[config.mk]
export PLATFORM = sky130hd
export DESIGN_NAME = btgr_front
export DESIGN_NICKNAME = d
export VERILOG_FILES = /design/src/rtl/core/btgr_pkg.sv /design/src/rtl/core/btgr_front.sv
export SDC_FILE = /design/constraint.sdc
export NUM_CORES = 1
export LEC_CHECK = 0
export BUFFER_PORTS_ARGS = -buffer_cell sky130_fd_sc_hd__clkbuf_2
export CAP_MARGIN = 5
export CORE_UTILIZATION = 49
export DETAILED_ROUTE_END_ITERATION = 7
export MAX_ROUTING_LAYER = met4
export PLACE_DENSITY = 0.8
export SLEW_MARGIN = 20
export SYNTH_ARGS = -nofsm -noshare
export SYNTH_HDL_FRONTEND = slang
export SYNTH_SLANG_ARGS = --single-unit
[constraint.sdc]
create_clock -name clock -period 2.2 [get_ports clock]
set_input_delay 0.11 -clock clock [delete_from_list [all_inputs] [get_ports clock]]
set_output_delay 0.11 -clock clock [all_outputs]
set_load 0.05 [all_outputs]
[src/rtl/core/btgr_pkg.sv]
// ============================================================================
// btgr_pkg
// Shared types, codes and constants of the bitmap text glyph renderer.
// ============================================================================
`default_nettype none

package btgr_pkg;

   // Port widths.
   localparam int REQ_DATA_W   = 56;
   localparam int REQ_USER_W   = 2;
   localparam int RSP_DATA_W   = 40;
   localparam int CSR_INDEX_W  = 3;
   localparam int CSR_DATA_W   = 16;

   // Field widths.
   localparam int COLOUR_W     = 16;
   localparam int PIX_OUT_W    = 17;
   localparam int CHAR_W       = 8;
   localparam int START_X_W    = 9;
   localparam int ROW_W        = 9;
   localparam int FONT_INDEX_W = 13;
   localparam int GLYPH_CODE_W = 7;
   localparam int SIZE_REG_W   = 4;
   // A drawn column is always below the screen width; 10 bits fit up to 1024.
   localparam int SCREEN_COL_W = 10;

   // Parameter defaults.
   localparam int DEF_SCREEN_WIDTH = 320;
   localparam int DEF_GLYPH_COUNT  = 95;
   localparam int DEF_MAX_GLYPH_W  = 8;
   localparam int DEF_MAX_GLYPH_H  = 8;
   localparam int DEF_STRING_LIMIT = 256;

   localparam int QUEUE_DEPTH = 2;

   localparam logic [COLOUR_W-1:0] KEY_COLOUR = 16'hF81F;
   localparam int                  ROW_LIMIT  = 383;
   localparam logic [ROW_W-1:0]    ROW_MAX    = 9'd383;
   localparam logic [CHAR_W-1:0]   CHAR_NUL     = 8'h00;
   localparam logic [CHAR_W-1:0]   CHAR_NEWLINE = 8'h0A;
   localparam logic [CHAR_W-1:0]   FIRST_CHAR   = 8'h20;
   localparam logic [CHAR_W-1:0]   LAST_CHAR    = 8'h7E;

   // Register reset values.
   localparam logic [COLOUR_W-1:0]   FG_RESET     = 16'hFFFF;
   localparam logic [COLOUR_W-1:0]   BG_RESET     = 16'h0000;
   localparam logic [SIZE_REG_W-1:0] GLYPH_W_RESET = 4'd8;
   localparam logic [SIZE_REG_W-1:0] GLYPH_H_RESET = 4'd8;

   typedef enum logic [REQ_USER_W-1:0] {
      MODE_LOAD  = 2'd0,
      MODE_START = 2'd1,
      MODE_CHAR  = 2'd2
   } btgr_mode_type;

   typedef enum logic [CSR_INDEX_W-1:0] {
      REG_FG_COLOUR    = 3'd0,
      REG_BG_COLOUR    = 3'd1,
      REG_FILL_BG      = 3'd2,
      REG_GLYPH_WIDTH  = 3'd3,
      REG_GLYPH_HEIGHT = 3'd4
   } btgr_reg_type;

   typedef enum logic {
      KIND_LOAD  = 1'b0,
      KIND_GLYPH = 1'b1
   } btgr_kind_type;

   typedef enum logic {
      ST_IDLE = 1'b0,
      ST_DRAW = 1'b1
   } btgr_state_type;

   // One unit of work handed from the front end to the drawing unit.
   typedef struct packed {
      btgr_kind_type               kind;
      logic [FONT_INDEX_W-1:0]     font_index;
      logic                        opaque;
      logic [GLYPH_CODE_W-1:0]     glyph;
      logic [SCREEN_COL_W-1:0]     col;
      logic [ROW_W-1:0]            row;
   } btgr_item_type;

   typedef struct packed {
      logic [COLOUR_W-1:0] fg;
      logic [COLOUR_W-1:0] bg;
      logic                fill;
   } btgr_style_type;

endpackage

`default_nettype wire

[src/rtl/core/btgr_front.sv]
// ============================================================================
// btgr_front
// Accepts request items, keeps the cursor and string state, and queues font
// writes and glyph draws for the drawing unit.
// ============================================================================
`default_nettype none

module btgr_front #(
   parameter int SCREEN_WIDTH = btgr_pkg::DEF_SCREEN_WIDTH,
   parameter int GLYPH_COUNT  = btgr_pkg::DEF_GLYPH_COUNT,
   parameter int MAX_GLYPH_W  = btgr_pkg::DEF_MAX_GLYPH_W,
   parameter int MAX_GLYPH_H  = btgr_pkg::DEF_MAX_GLYPH_H,
   parameter int STRING_LIMIT = btgr_pkg::DEF_STRING_LIMIT
) (
   input  logic                                 clock,
   input  logic                                 reset,
   input  logic                                 req_tvalid,
   output logic                                 req_tready,
   input  logic [btgr_pkg::REQ_DATA_W-1:0]      req_tdata,
   input  logic [btgr_pkg::REQ_USER_W-1:0]      req_tuser,
   input  logic [$clog2(MAX_GLYPH_W+1)-1:0]     glyph_w,
   input  logic [$clog2(MAX_GLYPH_H+1)-1:0]     glyph_h,
   output logic                                 push,
   output btgr_pkg::btgr_item_type              push_item,
   input  logic                                 queue_full
);

   localparam int COL_W = $clog2((SCREEN_WIDTH + MAX_GLYPH_W > 512) ?
                                 SCREEN_WIDTH + MAX_GLYPH_W : 512);
   localparam int CNT_W      = $clog2(STRING_LIMIT + 1);
   localparam int MASK_DEPTH = GLYPH_COUNT * MAX_GLYPH_W * MAX_GLYPH_H;

   logic [btgr_pkg::CHAR_W-1:0]       char_code;
   logic [btgr_pkg::START_X_W-1:0]    start_x;
   logic [btgr_pkg::ROW_W-1:0]        start_y;
   logic [btgr_pkg::FONT_INDEX_W-1:0] font_index;
   logic [btgr_pkg::COLOUR_W-1:0]     font_pixel;
   btgr_pkg::btgr_mode_type           mode;
   logic                              accept;

   logic [COL_W-1:0]                  cursor_col_ff, cursor_col_in;
   logic [btgr_pkg::ROW_W-1:0]        cursor_row_ff, cursor_row_in;
   logic [btgr_pkg::START_X_W-1:0]    origin_col_ff, origin_col_in;
   logic [CNT_W-1:0]                  chars_seen_ff, chars_seen_in;
   logic                              string_done_ff, string_done_in;

   logic [btgr_pkg::ROW_W:0]          row_sum;
   logic [COL_W-1:0]                  col_sum;

   assign char_code  = req_tdata[7:0];
   assign start_x    = req_tdata[16:8];
   assign start_y    = req_tdata[25:17];
   assign font_index = req_tdata[38:26];
   assign font_pixel = req_tdata[54:39];
   assign mode       = btgr_pkg::btgr_mode_type'(req_tuser);

   assign req_tready = !queue_full;
   assign accept     = req_tvalid && req_tready;

   assign row_sum = (btgr_pkg::ROW_W+1)'(cursor_row_ff) + (btgr_pkg::ROW_W+1)'(glyph_h);
   assign col_sum = cursor_col_ff + COL_W'(glyph_w);

   always_comb begin
      cursor_col_in  = cursor_col_ff;
      cursor_row_in  = cursor_row_ff;
      origin_col_in  = origin_col_ff;
      chars_seen_in  = chars_seen_ff;
      string_done_in = string_done_ff;
      push           = 1'b0;

      push_item.kind       = btgr_pkg::KIND_GLYPH;
      push_item.font_index = font_index;
      push_item.opaque     = (font_pixel != btgr_pkg::KEY_COLOUR);
      push_item.glyph      = btgr_pkg::GLYPH_CODE_W'(char_code - btgr_pkg::FIRST_CHAR);
      push_item.col        = btgr_pkg::SCREEN_COL_W'(cursor_col_ff);
      push_item.row        = cursor_row_ff;

      if (accept) begin
         unique case (mode)
            btgr_pkg::MODE_LOAD: begin
               if (32'(font_index) < MASK_DEPTH) begin
                  push           = 1'b1;
                  push_item.kind = btgr_pkg::KIND_LOAD;
               end
            end
            btgr_pkg::MODE_START: begin
               origin_col_in  = start_x;
               cursor_col_in  = COL_W'(start_x);
               cursor_row_in  = (start_y > btgr_pkg::ROW_MAX) ? btgr_pkg::ROW_MAX : start_y;
               chars_seen_in  = '0;
               string_done_in = 1'b0;
            end
            btgr_pkg::MODE_CHAR: begin
               if (!string_done_ff) begin
                  if (32'(chars_seen_ff) >= STRING_LIMIT) begin
                     string_done_in = 1'b1;
                  end else begin
                     chars_seen_in = chars_seen_ff + CNT_W'(1);
                     if (char_code == btgr_pkg::CHAR_NUL) begin
                        string_done_in = 1'b1;
                     end else if (32'(cursor_col_ff) < SCREEN_WIDTH) begin
                        // Past the right edge every char but NUL is dropped.
                        if (char_code == btgr_pkg::CHAR_NEWLINE) begin
                           cursor_row_in = (row_sum > (btgr_pkg::ROW_W+1)'(btgr_pkg::ROW_MAX)) ?
                                           btgr_pkg::ROW_MAX : btgr_pkg::ROW_W'(row_sum);
                           cursor_col_in = COL_W'(origin_col_ff);
                        end else begin
                           if (char_code >= btgr_pkg::FIRST_CHAR &&
                               char_code <= btgr_pkg::LAST_CHAR) begin
                              push = 1'b1;
                           end
                           cursor_col_in = col_sum;
                        end
                     end
                  end
               end
            end
            default: ;
         endcase
      end
   end

   always_ff @(posedge clock) begin
      if (reset) begin
         cursor_col_ff  <= '0;
         cursor_row_ff  <= '0;
         origin_col_ff  <= '0;
         chars_seen_ff  <= '0;
         string_done_ff <= 1'b1;
      end else begin
         cursor_col_ff  <= cursor_col_in;
         cursor_row_ff  <= cursor_row_in;
         origin_col_ff  <= origin_col_in;
         chars_seen_ff  <= chars_seen_in;
         string_done_ff <= string_done_in;
      end
   end

endmodule

`default_nettype wire

==> results.ini <==
[clock_tree]
cts_setup_buffers=0
ctsHoldBuffers=0
htree_num_levels=2
cts_tree=done
root_buffer=clkbuf_8
ctsResizeCount=0
cts.sinks=37
clk_pin_slew_ns=0.08
numCtsBuffers=5
clk_latency_ns=0.30
clockBufferDepth=2

[synth]
synth_seq_cells=37
yosysTopAreaCellShare=0.266
synth-edff-count=0
synth.net_count=439
synthArstFlopShare=0
ys_warn_count=0
avgSynthCellArea_sq_um=7.88
synth.cell_area_sq_um=2780
synth_largest_area_cell=dfxtp_1
synth.most_common_cell=dfxtp_1
syn-instance-count=353
synth_commonest_cells=37 x dfxtp_1, 34 x nor2_1, 28 x nand2_1, 25 x a21oi_1, 20 x buf_4
ys_top_cells_by_area=dfxtp_1 27%, ha_1 6.3%, buf_4 5.4%
yosysSeqAreaShare=0.266
synth_cell_types=69
synth_ff_type=dfxtp_1

[routing]
wl_per_cell_um=14.3
via_count=2884
drtPass1Iterations=4
drtIter0Drc=196
post-route-drc-count=0
routed_wl_mm=7.17
avgViaCountPerCell=5.76
ant_nets=0

[sta]
relSlewSlack=0.495
finalCritPeriodShare=0.962
setup_viol=0
tightest_slew_ns=0.758
hold_violations=0
fin_crit_ns=2.12
fin_tns_setup_ns=0
rsz0062_at_grt=true
final_max_slew_viol_count=0
clock.fmax_ghz=0.473
fin_skew_ns=0.00993

[worst_setup_path]
crit_type=flop to flop
cp_max_fo=9
cp.required_ns=2.40
cp-start-kind=flop
end_kind=flop
arrival_ns=2.32

[floorplanning]
coreArea_sq_um=5510
io_pins=113
die_area_sq_um=5980
rows=27
start_util=0.505
die_w_um=77.4
die_h_um=77.4

[min_path]
hp-class=input port to flop

[grt]
grt_pass1_wl_mm=11.9
grt_start_max_net_pins=39
gr-usage-all-layers=0.252
first_global_vias=2715
overflow=0
antenna_found_initial=0

[power]
peakVddDrop_mv=0.249
power_leakage_nw=1.52
combPwrFrac=0.215
intPower_mw=1.18
switching_share=0.304
switchingPower_uw=514
clock_power_share=0.371
p_per_area_nw_per_um2=508
pwr-share-seq=0.413

[placed_design]
port_buffers=98
gp_congestion=0.895
place_hpwl_mm=5.36

[final_layout]
nNetsFinal=514
area_growth_pct=19.7
final_core_util=0.605
antenna_cells=0
drive_gt1_frac=0.303

[run_status]
status=completed

[run]
drv_cap=0

-- logic make-up (layout without fill, tap and decap cells) --
family                     count (synthesis)  count (layout)  synth area share
xor gates and xnor gates                   8               8            0.0252
adders and majority gates                 16              16            0.0773
buffers and inverters                     53             129             0.101
other                                      1               1           0.00135
AOI/OAI and AO/OA                        102             102             0.264
muxes                                      1               1           0.00360
DFF                                       37              37             0.266
and+or+nand+nor                          135             135             0.261
-- area by class of cell --
cell class | instances | area, sq um
Multi-Input combinational cell | 263 | 1790
Inverter | 18 | 67.6
Sequential cell | 37 | 744
Timing Repair Buffer | 103 | 528
Clock buffer | 7 | 86.3
Clock inverter | 1 | 30.0
Fill cell | 504 | 2170
Tap cell | 72 | 90.1
-- routing by layer --
| layer | up-vias | GRT usage | routed length (um) |
|---|---|---|---|
| met5 | - | - | 0 |
| met4 | 0 | 0.108 | 85 |
| met3 | 8 | 0.0553 | 388 |
| met2 | 99 | 0.415 | 3470 |
| met1 | 1340 | 0.295 | 3230 |
| li1 | 1437 | - | - |
-- path summary, 6_finish.rpt --
check | start | end | slack, ns | cells past startpoint
setup / recovery | cursor_row_ff[0]$_SDFFE_PP0P_ | cursor_row_ff[3]$_SDFFE_PP0P_ | 0.08 | 7
hold / removal | req_tdata[15] | origin_col_ff[7]$_SDFFE_PP0P_ | 0.05 | 3
setup reg to reg | cursor_row_ff[0]$_SDFFE_PP0P_ | cursor_row_ff[3]$_SDFFE_PP0P_ | 0.08 | 7
hold reg to reg | origin_col_ff[8]$_SDFFE_PP0P_ | origin_col_ff[8]$_SDFFE_PP0P_ | 0.45 | 2
-- stage by stage --
stage	worst slack (ns)	power, mW	std cells	hold slack, ns	cell area, sq um
2_1_floorplan	0.0619	0.995	353	0.257	2790
3_5_place_dp	0.0576	1.07	493	0.221	3200
4_1_cts	0.0427	1.69	501	0.0504	3310
3_3_place_gp	0.100	1.07	493	0.221	3200
5_1_grt	-0.00541	1.76	501	0.0697	3330
6_report	0.0839	1.69	501	0.0501	3330
-- worst max-delay path, stage by stage, from the launching register on --
cell	delay, ns
dfxtp_2	0.34
ha_1	0.22
fa_1	0.44
a211o_1	0.30
nand3_2	0.11
a22o_4	0.20
a211oi_1	0.09
o41ai_1	0.33
-- sequential cells by signal, indices dropped and copies added (netlist names) --
| signal | flops |
|---|---|
| chars_seen_ff | 9 |
| cursor_col_ff | 9 |
| cursor_row_ff | 9 |
| origin_col_ff | 9 |
| string_done_ff | 1 |
-- placed cells by master (no fill, tap or decap), types with 4 or more instances in the layout --
master,instances
a211oi_1,10
a21o_1,7
a21oi_1,25
and3_1,8
buf_4,5
clkbuf_2,98
clkbuf_8,6
dfxtp_1,34
ha_1,14
inv_1,18
nand2_1,28
nand3_1,17
nand3b_1,6
nand4_1,7
nor2_1,34
nor2b_1,4
nor3_1,4
o21ai_0,15
o41ai_1,4
or3_1,6
xor2_1,5
-- power by group through the flow --
stage               Sequential, mW  Combinational [mW]  Clock, mW
detailed placement           0.714               0.360          0
finish                       0.699               0.364      0.628
floorplan                    0.741               0.254          0
global placement             0.714               0.353          0
global route                 0.702               0.395      0.659
CTS                          0.699               0.362      0.631
Power figures use the tool's default switching activity.
