**src/rtl/core/btgr_pkg.sv**
```systemverilog
// ============================================================================
// btgr_pkg
// Shared types, codes and constants of the bitmap text glyph renderer.
// ============================================================================
`default_nettype none

package btgr_pkg;

   // Port widths.
   localparam int REQ_DATA_W   = 56;
   localparam int REQ_USER_W   = 2;
   localparam int RSP_DATA_W   = 40;
   localparam int CSR_INDEX_W  = 3;
   localparam int CSR_DATA_W   = 16;

   // Field widths.
   localparam int COLOUR_W     = 16;
   localparam int PIX_OUT_W    = 17;
   localparam int CHAR_W       = 8;
   localparam int START_X_W    = 9;
   localparam int ROW_W        = 9;
   localparam int FONT_INDEX_W = 13;
   localparam int GLYPH_CODE_W = 7;
   localparam int SIZE_REG_W   = 4;
   // A drawn column is always below the screen width; 10 bits fit up to 1024.
   localparam int SCREEN_COL_W = 10;

   // Parameter defaults.
   localparam int DEF_SCREEN_WIDTH = 320;
   localparam int DEF_GLYPH_COUNT  = 95;
   localparam int DEF_MAX_GLYPH_W  = 8;
   localparam int DEF_MAX_GLYPH_H  = 8;
   localparam int DEF_STRING_LIMIT = 256;

   localparam int QUEUE_DEPTH = 2;

   localparam logic [COLOUR_W-1:0] KEY_COLOUR = 16'hF81F;
   localparam int                  ROW_LIMIT  = 383;
   localparam logic [ROW_W-1:0]    ROW_MAX    = 9'd383;
   localparam logic [CHAR_W-1:0]   CHAR_NUL     = 8'h00;
   localparam logic [CHAR_W-1:0]   CHAR_NEWLINE = 8'h0A;
   localparam logic [CHAR_W-1:0]   FIRST_CHAR   = 8'h20;
   localparam logic [CHAR_W-1:0]   LAST_CHAR    = 8'h7E;

   // Register reset values.
   localparam logic [COLOUR_W-1:0]   FG_RESET     = 16'hFFFF;
   localparam logic [COLOUR_W-1:0]   BG_RESET     = 16'h0000;
   localparam logic [SIZE_REG_W-1:0] GLYPH_W_RESET = 4'd8;
   localparam logic [SIZE_REG_W-1:0] GLYPH_H_RESET = 4'd8;

   typedef enum logic [REQ_USER_W-1:0] {
      MODE_LOAD  = 2'd0,
      MODE_START = 2'd1,
      MODE_CHAR  = 2'd2
   } btgr_mode_type;

   typedef enum logic [CSR_INDEX_W-1:0] {
      REG_FG_COLOUR    = 3'd0,
      REG_BG_COLOUR    = 3'd1,
      REG_FILL_BG      = 3'd2,
      REG_GLYPH_WIDTH  = 3'd3,
      REG_GLYPH_HEIGHT = 3'd4
   } btgr_reg_type;

   typedef enum logic {
      KIND_LOAD  = 1'b0,
      KIND_GLYPH = 1'b1
   } btgr_kind_type;

   typedef enum logic {
      ST_IDLE = 1'b0,
      ST_DRAW = 1'b1
   } btgr_state_type;

   // One unit of work handed from the front end to the drawing unit.
   typedef struct packed {
      btgr_kind_type               kind;
      logic [FONT_INDEX_W-1:0]     font_index;
      logic                        opaque;
      logic [GLYPH_CODE_W-1:0]     glyph;
      logic [SCREEN_COL_W-1:0]     col;
      logic [ROW_W-1:0]            row;
   } btgr_item_type;

   typedef struct packed {
      logic [COLOUR_W-1:0] fg;
      logic [COLOUR_W-1:0] bg;
      logic                fill;
   } btgr_style_type;

endpackage

`default_nettype wire

```
**src/rtl/core/btgr_queue.sv**
```systemverilog
// ============================================================================
// btgr_queue
// Small FIFO of work items between the front end and the drawing unit.
// ============================================================================
`default_nettype none

module btgr_queue (
   input  logic                    clock,
   input  logic                    reset,
   input  logic                    push,
   input  btgr_pkg::btgr_item_type push_item,
   output logic                    full,
   input  logic                    pop,
   output btgr_pkg::btgr_item_type head,
   output logic                    empty
);

   localparam int DEPTH = btgr_pkg::QUEUE_DEPTH;
   localparam int PTR_W = (DEPTH > 1) ? $clog2(DEPTH) : 1;
   localparam int CNT_W = $clog2(DEPTH + 1);

   btgr_pkg::btgr_item_type slot_ff [DEPTH];
   logic [PTR_W-1:0]        wr_ptr_ff, rd_ptr_ff;
   logic [CNT_W-1:0]        count_ff;
   logic                    do_push, do_pop;

   assign full    = (count_ff == CNT_W'(DEPTH));
   assign empty   = (count_ff == '0);
   assign do_push = push && !full;
   assign do_pop  = pop && !empty;
   assign head    = slot_ff[rd_ptr_ff];

   always_ff @(posedge clock) begin
      if (do_push) begin
         slot_ff[wr_ptr_ff] <= push_item;
      end
   end

   always_ff @(posedge clock) begin
      if (reset) begin
         wr_ptr_ff <= '0;
         rd_ptr_ff <= '0;
         count_ff  <= '0;
      end else begin
         if (do_push) begin
            wr_ptr_ff <= (wr_ptr_ff == PTR_W'(DEPTH - 1)) ? '0 : wr_ptr_ff + PTR_W'(1);
         end
         if (do_pop) begin
            rd_ptr_ff <= (rd_ptr_ff == PTR_W'(DEPTH - 1)) ? '0 : rd_ptr_ff + PTR_W'(1);
         end
         if (do_push && !do_pop) begin
            count_ff <= count_ff + CNT_W'(1);
         end else if (do_pop && !do_push) begin
            count_ff <= count_ff - CNT_W'(1);
         end
      end
   end

endmodule

`default_nettype wire

```
**config.mk**
```make
export PLATFORM = sky130hd
export DESIGN_NAME = btgr_queue
export DESIGN_NICKNAME = d
export VERILOG_FILES = /design/src/rtl/core/btgr_pkg.sv /design/src/rtl/core/btgr_queue.sv
export SDC_FILE = /design/constraint.sdc
export NUM_CORES = 1
export LEC_CHECK = 0
export ABC_AREA = 1
export BUFFER_PORTS_ARGS = -buffer_cell sky130_fd_sc_hd__buf_4
export CAP_MARGIN = 40
export CORE_ASPECT_RATIO = 1.75
export CORE_MARGIN = 1.5
export CORE_UTILIZATION = 56
export CTS_CLUSTER_DIAMETER = 50
export DETAILED_ROUTE_END_ITERATION = 6
export PLACE_DENSITY = 0.91
export SLEW_MARGIN = 20
export SYNTH_ARGS = -nofsm -noshare
export SYNTH_HDL_FRONTEND = slang
export SYNTH_SLANG_ARGS = --single-unit
```
**constraint.sdc**
```tcl
create_clock -name clock -period 4.5 [get_ports clock]
set_input_delay 0.225 -clock clock [delete_from_list [all_inputs] [get_ports clock]]
set_output_delay 0.225 -clock clock [all_outputs]
set_load 0.02 [all_outputs]
```
==> results_dict.tcl, run 1 <==
set metrics [dict create \
    outcome "finished, final reports clean" \
    syn_nets 211 \
    wire_per_inst_um 15.9 \
    clockBufferDepth 2 \
    synth_top_cell_by_area "edfxtp_1" \
    drc 0 \
    grt.overflow.total 0 \
    fin_skew_ps 9.34 \
    rsz0062_at_grt "no" \
    hold_start "push_item[40]" \
    yosys_warnings 0 \
    p_leak_nw 1.75 \
    nets 307 \
    via_count 1685 \
    post-route-period-util_pct 52.3 \
    ant_nets 0 \
    crit_chain "buf_4 > mux2_2 > buf_4" \
    die_w_um 62.1 \
    clock_latency_ps 350 \
    initial_core_util_pct 58.1 \
    crit_type "reg -> out" \
    power.internal_mw 1.77 \
    grtUsageTotal_pct 17.5 \
    p_sw_mw 0.688 \
    grt_pass1_vias 1674 \
    sw_frac_of_total_pct 28.0 \
    yosysUniqueCellTypes 18 \
    cts_tree "built" \
    relSlewSlack_pct 54.7 \
    ys_seq_elements 87 \
    r2r_start "count_ff[0]$_SDFFE_PP0P_" \
    hold_class "in -> reg" \
    crit_path_frequent_cell "buf_4" \
    maxCapViolations 0 \
    cts.clk_slew.worst_paths_ps 80 \
    fin_cells 344 \
    grt_pass1_wl_um 7940 \
    num_rows 37 \
    cts_made_buffers 9 \
    htreeDepth 3 \
    drv_slew 0 \
    synth.area.top_cells "edfxtp_1 (72%), mux2_4 (18%), dfxtp_1 (2.9%)" \
    regArea_mm2 0.00256 \
    core_area_mm2 0.00588 \
    die_area_mm2 0.00660 \
    fmax_mhz 425 \
    irDropWorstVdd_v 0.000502 \
    setup_tns_ps 0 \
    power_frac_seq_pct 44.3 \
    grt_max_degree 24 \
    syn_area_per_cell_um2 20.7 \
    ff2ff_setup_slack_ps 2790 \
    holdPathEnd "slot_ff[0][40]$_DFFE_PP_" \
    routed_wl_um 5480 \
    synth_area_mm2 0.00342 \
    antennaDiodeCount 0 \
    netlist_instances 165 \
    power_frac_clock_pct 25.1 \
    dpl.hpwl_um 3920 \
    setup_viol 0 \
    reg2reg_depth 3 \
    die_y_um 106 \
    synth_adder_area_share_pct 0.366 \
    io_pins 88 \
    power.density_mw_per_mm2 560 \
    startpoint_type "flip-flop" \
    synth_top_area_share_pct 72.0 \
    critPathMaxStageDelay_ps 780 \
    crit_path_max_fanout 21 \
    combPwrFrac_pct 30.5 \
    port_buffers 87 \
    drtPass1Iterations 4 \
    cts_root_buffer "clkbuf_8" \
    cts-resized-gates 0 \
    antenna_found_initial 0 \
    r2r_end "slot_ff[0][9]$_DFFE_PP_" \
    synth_xor_area_share_pct 0 \
    drt-vias-per-instance 4.90 \
    cp-end-kind "output port" \
    hold_violations 0 \
    synth_compound_area_share_pct 1.10 \
    place.gp.congestion 0.674 \
    drt_iter0_markers 69 \
    dp_cells 328 \
    area_delta_synth_final_pct 28.5 \
    multi_input_area_um2 746 \
    yosys-mux-area-fraction_pct 17.9 \
    hold_buffers 0 \
    critical_path_required_ps 4280 \
    crit_slowest_cell "dfxtp_2" \
    crit_arrival_ps 2130 \
    clkSinkCount 87 \
    ys_seq_area_share_pct 75.0 \
    holdPathStages 1 \
    synth_top_family_by_area "multiplexers" \
    synth-simple-area-share_pct 2.01 \
    worst_slew_pin_slew_ps 680 \
    fillers 348 \
    fin_crit_ps 2350 \
    postCtsSetupRepairBufs 0 \
    drive_gt1_share_pct 57.1 \
]
[metrics by stage]
step | area [um2] | utilization (%) | hold slack [ps] | total power [mW] | setup WS [ps]
detailed placement | 4160 | 70.7 | 413 | 1.87 | 2500
floorplan | 3420 | - | 324 | 1.62 | 1800
CTS | 4390 | 74.7 | 33.7 | 2.48 | 2100
global placement | 4100 | 69.8 | 410 | 1.82 | 2510
finish | 4390 | 74.7 | 59.2 | 2.46 | 2150
global route | 4390 | 74.7 | 38.2 | 2.56 | 2050
[layout make-up]
type                            instances  area share [%]
Sequential cell                        87            58.4
Multi-Input combinational cell         64            17.0
Timing Repair Buffer                   90            16.3
Clock buffer                           10            2.91
Clock inverter                          6            2.45
Tap cell                               78            2.22
Inverter                                9           0.769
[flip-flops by register name, indices dropped and copies added (netlist names), named ones only]
signal / cells
count_ff: 2
wr_ptr_ff: 1
rd_ptr_ff: 1
slot_ff: 82
[per-layer routing]
metal / vias up / GRT usage [%] / share of wire, %
met4: 0 / 11.1 / 3.1
met5: - / 0 / 0
met2: 60 / 28.7 / 55
li1: 814 / - / -
met1: 796 / 18.7 / 37
met3: 15 / 5.11 / 5.5
[cell families after synthesis]
family	Yosys count
DFF	87
muxes	41
and+or+nand+nor	16
buffers and inverters	14
AOI/OAI and AO/OA	6
adders and majority gates	1
[power by group through the flow]
stage / sequential, mW / combinational, mW / clock (mW)
final: 1.09 / 0.751 / 0.618
after global placement: 1.10 / 0.717 / 0
after floorplan: 1.08 / 0.542 / 0
after global routing: 1.10 / 0.801 / 0.660
after detailed placement: 1.11 / 0.757 / 0
after CTS: 1.09 / 0.760 / 0.632
[critical path, delay by kind of cell, from the launching register on]
family   cells  cell delay [ps]
flops        1              780
buf+inv      2              630
mux          1              380
[cells in the final DEF (no fill, tap or decap), types with 2 or more instances in the layout]
| cell type | n |
|---|---|
| buf_4 | 88 |
| edfxtp_1 | 82 |
| mux2_4 | 40 |
| clkbuf_8 | 9 |
| inv_1 | 8 |
| nor2_1 | 7 |
| dfxtp_1 | 4 |
| o21ai_0 | 3 |
| nand2_1 | 3 |
| bufinv_16 | 3 |
| o21ai_2 | 2 |
| nor2_4 | 2 |
| buf_16 | 2 |
[synthesized netlist by cell type]
master,instances
o21ai_2,2
inv_2,1
buf_12,4
buf_6,1
mux2_4,40
nand4_1,1
inv_1,8
nand2_1,3
edfxtp_1,82
and2_1,1
nor2_1,9
o21ai_0,3
ha_1,1
a21oi_1,1
dfxtp_1,5
nand3_1,1
mux2_2,1
nand2_2,1
[worst max-delay path by stage]
stage                              endpoint  cells after the start
floorplan           slot_ff[0][0]$_DFFE_PP_                      2
global placement                   head[18]                      3
detailed placement                 head[18]                      3
CTS                                head[18]                      3
global route                       head[18]                      3
finish                             head[18]                      3
(Power assumes the default switching activity.)
==> run 2: changes to the inputs <==
ABC_AREA = 0   (was 1)
CORE_UTILIZATION = 51   (was 56)
PLACE_DENSITY = 0.85   (was 0.91)
clock period = 2.4 ns   (was 4.5 ns; I/O delays follow)
==> run 2 against run 1 <==
Clock power grew 42%. Clock skew fell by 2.5 ps. Combinational power grew 90%. Global-route usage increased by 0.59 points. Sequential share of layout area is 1.9 points lower. Synthesized cell count decreased by 7.3%. Worst setup slack got worse by 1600 ps. Largest cell class unchanged.
==> results_dict.tcl, run 2 <==
set metrics [dict create \
    clockBufferDepth 2 \
    cts_root_buffer "clkbuf_8" \
    path_delay_family "flip-flops" \
    clock_latency_ps 340 \
    wire_per_inst_um 15.3 \
    grt.overflow.total 0 \
    dpl.hpwl_um 3420 \
    cts_tree "built" \
    yosysUniqueCellTypes 14 \
    p_leak_nw 1.72 \
    grt_pass1_wl_um 8870 \
    fin_crit_ps 1870 \
    largest_reg_flops 82 \
    hold_start "push" \
    holdPathStages 4 \
    die_w_um 62.6 \
    syn_area_per_cell_um2 20.7 \
    grtUsageTotal_pct 18.1 \
    netlist_instances 153 \
    routed_wl_um 5730 \
    ys_seq_elements 87 \
    num_rows 37 \
    drtPass1Iterations 4 \
    grt_pass1_vias 1919 \
    drt_iter0_markers 74 \
    drive_gt1_share_pct 48.5 \
    io_pins 88 \
    reg2reg_depth 5 \
    crit_type "reg -> out" \
    yosys.cell_count.top_type "edfxtp_1" \
    worst_slew_pin_slew_ps 480 \
    synth.area.top_cells "edfxtp_1 (78%), mux2_2 (14%), dfxtp_1 (3.2%)" \
    drv_slew 0 \
    synth_top_cell_by_area "edfxtp_1" \
    rsz0062_at_grt "no" \
    area_delta_synth_final_pct 43.4 \
    synth_area_mm2 0.00317 \
    grt_max_degree 42 \
    layout_common_cells "buf_4 (89), edfxtp_1 (82), dlygate4sd3_1 (42), mux2_2 (38), clkbuf_8 (11)" \
    synth-main-ff-cell "edfxtp_1" \
    setup_viol 0 \
    antenna_found_initial 0 \
    dpl_cell_area_mm2 0.00395 \
    reg_top3 "slot_ff x82, count_ff x2" \
    post-route-period-util_pct 77.8 \
    core_area_mm2 0.00593 \
    fin_skew_ps 6.86 \
    final_common_cell "buf_4" \
    place.gp.congestion 0.765 \
    drt-vias-per-instance 4.89 \
    fmax_mhz 536 \
    critical_path_required_ps 2280 \
    r2r_end "count_ff[1]$_SDFFE_PP0P_" \
    maxCapViolations 0 \
    finalInstanceArea_mm2 0.00454 \
    async_flop_share_pct 0 \
    cts.clk_slew.worst_paths_ps 70 \
    fin_cells 375 \
    outcome "finished, final reports clean" \
    crit_path_max_fanout 23 \
    synth_common_cells "edfxtp_1 (82), mux2_2 (38), buf_2 (5), dfxtp_1 (5), nor2_1 (5)" \
    irDropWorstVdd_v 0.000716 \
    nets 338 \
    crit_slowest_cell "dfxtp_2" \
    critPathMaxStageDelay_ps 630 \
    ys_seq_area_share_pct 80.9 \
    cp-end-kind "output port" \
    setup_tns_ps 0 \
    antennaDiodeCount 0 \
    holdWs_ps 161 \
    holdPathEnd "wr_ptr_ff$_SDFFE_PP0P_" \
    port_buffers 87 \
    startpoint_type "flip-flop" \
    synth_edf_count 82 \
    via_count 1833 \
    hold_class "in -> reg" \
    crit_arrival_ps 1750 \
    ff2ff_setup_slack_ps 850 \
    yosys_warnings 0 \
    synth_top_area_share_pct 77.8 \
    die_y_um 107 \
    crit_chain "buf_12 > mux2_2 > buf_4" \
    initial_core_util_pct 53.4 \
    crit_buf_inv 2 \
    syn_nets 199 \
    die_area_mm2 0.00671 \
    r2r_start "count_ff[1]$_SDFFE_PP0P_" \
    power.density_mw_per_mm2 950 \
    ant_nets 0 \
    hold_violations 0 \
    relSlewSlack_pct 68.0 \
    clkSinkCount 87 \
    dp_cells 317 \
    htreeDepth 3 \
    drc 0 \
    cts_made_buffers 9 \
    regMostFlops "slot_ff" \
]
## run 2: changes by cell type after synthesis, sizes merged, moves of 2 or more
| cell | before | now |
|---|---|---|
| inv | 9 | 2 |
| nand2 | 4 | 0 |
| nor2 | 9 | 5 |
| xor2 | 0 | 3 |
| o21ai | 5 | 3 |
| or3 | 0 | 2 |
## run 2: cell type report
| type | count | area, um2 |
|---|---|---|
| timing repair buffer | 133 | 1130 |
| clock inverter | 1 | 5.00 |
| clock buffer | 15 | 166 |
| fill | 365 | 1380 |
| inverter | 2 | 7.51 |
| sequential | 87 | 2560 |
| tap | 78 | 97.6 |
| multi-input combinational | 59 | 573 |
## run 2: repair_timing
action                                 in CTS  in global routing
gates resized for setup                     0                  0
buffers inserted                            0                  0
hold buffers                               42                  0
endpoints found under the hold margin      87                  0
## run 2: power by group
group | switching (mW) | leakage (nW) | internal (mW) | total [mW]
registers | 0.103 | 0.807 | 1.91 | 2.01
clock network | 0.443 | 0.0877 | 0.433 | 0.876
logic | 0.726 | 0.827 | 0.703 | 1.43
total | 1.27 | 1.72 | 3.05 | 4.32
## run 2: worst max-delay path by stage
stage | start | to | slack [ps] | cells past startpoint
after floorplan | count_ff[1]$_SDFFE_PP0P_ | slot_ff[0][0]$_DFFE_PP_ | 340 | 3
after global placement | count_ff[0]$_SDFFE_PP0P_ | count_ff[1]$_SDFFE_PP0P_ | 880 | 4
after detailed placement | count_ff[0]$_SDFFE_PP0P_ | count_ff[1]$_SDFFE_PP0P_ | 850 | 4
after CTS | flip-flop | head[24] | 490 | 3
after global routing | flip-flop | head[10] | 440 | 3
final | flip-flop | head[17] | 530 | 3
## run 2: logic make-up (layout without fill, tap and decap cells)
| family | Yosys count | count (layout) | share of synthesized area (%) |
|---|---|---|---|
| XOR/XNOR | 3 | 3 | 0.830 |
| buffers and inverters | 7 | 151 | 1.03 |
| adder cells (fa/ha/maj) | 1 | 1 | 0.395 |
| AO/OA/AOI/OAI | 5 | 5 | 0.790 |
| flip-flops | 87 | 87 | 80.9 |
| multiplexers | 41 | 41 | 14.6 |
| AND/OR/NAND/NOR | 9 | 9 | 1.46 |
## run 2: per-stage QoR
stage / total power [mW] / utilization, % / setup WS (ps)
after floorplan: 2.85 / - / 341
after global placement: 3.40 / 66.7 / 879
after detailed placement: 3.43 / 66.7 / 854
after CTS: 4.35 / 76.6 / 494
after global routing: 4.51 / 76.6 / 439
final: 4.32 / 76.6 / 534
## run 2: layer usage
metal	wire (um)	GRT usage, %
met2	3300	32.3
met1	2030	18.6
met5	0	0
met3	217	3.04
met4	180	14.1
## run 2: worst reg2reg max path: stages (launching register included)
cell,delay [ps]
dfxtp_1,380
nor2b_2,220
nor2_1,70
ha_1,330
or3_1,360
a21oi_1,140
==> run 3: changes to the inputs <==
clock period = 1.8 ns   (was 2.4 ns; I/O delays follow)
==> run 3 against run 2 <==
Global-route usage about the same. Largest power group unchanged. Clock skew decreased by 0.74 ps. Register-to-register slack got worse by 630 ps. Combinational power increased by 38%. First-iteration DRC count decreased by 53%. Final cell count decreased by 0.53%. Core utilization decreased by 0.17 points.
==> results_dict.tcl, run 3 (synthesis gave the netlist of run 2 again) <==
set metrics [dict create \
    fin_crit_ps 1580 \
    p_leak_nw 1.71 \
    dpl.hpwl_um 3500 \
    grt_pass1_wl_um 8830 \
    hold_class "in -> reg" \
    antenna_found_initial 0 \
    clockBufferDepth 2 \
    setup_tns_ps 0 \
    worst_slew_pin_slew_ps 316 \
    fillers 370 \
    area_delta_synth_final_pct 43.1 \
    ant_nets 0 \
    regMostFlops "slot_ff" \
    crit_path_max_fanout 5 \
    largest_reg_flops 82 \
    port_buffers 87 \
    rsz0062_at_grt "no" \
    place.gp.congestion 0.754 \
    io_pins 88 \
    wire_per_inst_um 15.3 \
    relSlewSlack_pct 78.7 \
    cts_made_buffers 9 \
    setup_viol 0 \
    post-route-period-util_pct 87.8 \
    antennaDiodeCount 0 \
    drt_iter0_markers 35 \
    drc 0 \
    fmax_mhz 633 \
    reg_top3 "slot_ff x82, count_ff x2" \
    cts_tree "built" \
    fin_skew_ps 6.12 \
    core_area_mm2 0.00593 \
    clkSinkCount 87 \
    cts.clk_slew.worst_paths_ps 80 \
    outcome "finished, final reports clean" \
    fin_cells 373 \
    clock_latency_ps 340 \
    critical_path_required_ps 2070 \
    cp-end-kind "flip-flop" \
    routed_wl_um 5710 \
    drv_slew 0 \
    cts_root_buffer "clkbuf_8" \
    grt.overflow.total 0 \
    grt_max_degree 42 \
    nets 337 \
    num_rows 37 \
    crit_type "reg -> reg" \
    irDropWorstVdd_v 0.000882 \
    die_y_um 107 \
    grtUsageTotal_pct 18.1 \
    drtPass1Iterations 4 \
    die_w_um 62.6 \
    crit_arrival_ps 1850 \
    via_count 1821 \
    drt-vias-per-instance 4.88 \
    hold_violations 0 \
    drive_gt1_share_pct 48.1 \
    layout_common_cells "buf_4 (87), edfxtp_1 (82), dlygate4sd3_1 (42), mux2_2 (38), clkbuf_8 (9)" \
    grt_pass1_vias 1897 \
    initial_core_util_pct 53.4 \
    final_common_cell "buf_4" \
    power.density_mw_per_mm2 1250 \
    die_area_mm2 0.00671 \
    dp_cells 316 \
    reg2reg_depth 4 \
    startpoint_type "flip-flop" \
    maxCapViolations 0 \
    holdPathStages 4 \
    htreeDepth 3 \
]
run 3: cell types whose count changed in the layout (fill, tap and decap cells not counted):
| cell | before | now |
|---|---|---|
| clkinvlp_4 | 0 | 1 |
| buf_4 | 89 | 87 |
| clkbuf_8 | 11 | 9 |
| buf_12 | 2 | 3 |
| nor2b_4 | 0 | 1 |
| nor2b_2 | 1 | 0 |
run 3: through the flow:
| step | power (mW) | instance area, um2 | hold slack (ps) | setup WS (ps) | utilization (%) |
|---|---|---|---|---|---|
| 2_1_floorplan | 3.81 | 3180 | 159 | 63.7 | - |
| 3_3_place_gp | 4.56 | 3960 | 276 | 279 | 66.9 |
| 3_5_place_dp | 4.60 | 3960 | 278 | 227 | 66.9 |
| 4_1_cts | 5.74 | 4530 | 107 | 197 | 76.5 |
| 5_1_grt | 5.92 | 4530 | 129 | 137 | 76.5 |
| 6_report | 5.68 | 4530 | 130 | 220 | 76.5 |
run 3: worst paths after layout:
check	slack [ps]	end	start
setup reg to reg	220	count_ff[1]$_SDFFE_PP0P_	count_ff[0]$_SDFFE_PP0P_
setup / recovery	220	count_ff[1]$_SDFFE_PP0P_	count_ff[0]$_SDFFE_PP0P_
hold / removal	130	wr_ptr_ff$_SDFFE_PP0P_	push
hold reg to reg	500	wr_ptr_ff$_SDFFE_PP0P_	wr_ptr_ff$_SDFFE_PP0P_
run 3: where the power goes:
| group | total, mW | internal [mW] | switching (mW) |
|---|---|---|---|
| clock network | 1.07 | 0.489 | 0.584 |
| logic | 1.98 | 0.952 | 1.03 |
| registers | 2.63 | 2.54 | 0.0871 |
| total | 5.68 | 3.99 | 1.70 |
run 3: area by class of cell:
cell class,instances,area (um2),area share (%)
repair buffers,132,1130,25.0
inverters,2,11.3,0.248
well taps,78,97.6,2.15
clock buffers,13,139,3.06
multi-input cells,59,578,12.8
clock inverters,2,8.76,0.193
flip-flops and latches,87,2560,56.6
run 3: timing repair:
item / in CTS / in global routing
hold endpoints to repair: 87 / 0
gates resized for setup: 0 / 0
buffers inserted: 0 / 0
hold buffers: 42 / 0
run 3: layer usage:
layer  global-route usage (%)  vias up  part of all wire [%]
li1                         -      868                     -
met4                     10.0        0                   2.6
met1                     18.6      881                    36
met2                     33.0       59                    57
met5                        0        -                     0
met3                     4.62       13                   4.2
run 3: worst max-delay path: stages, from the launching register on:
cell,delay (ps)
dfxtp_1,380
o21ai_0,310
ha_1,330
or3_1,360
a21oi_1,140
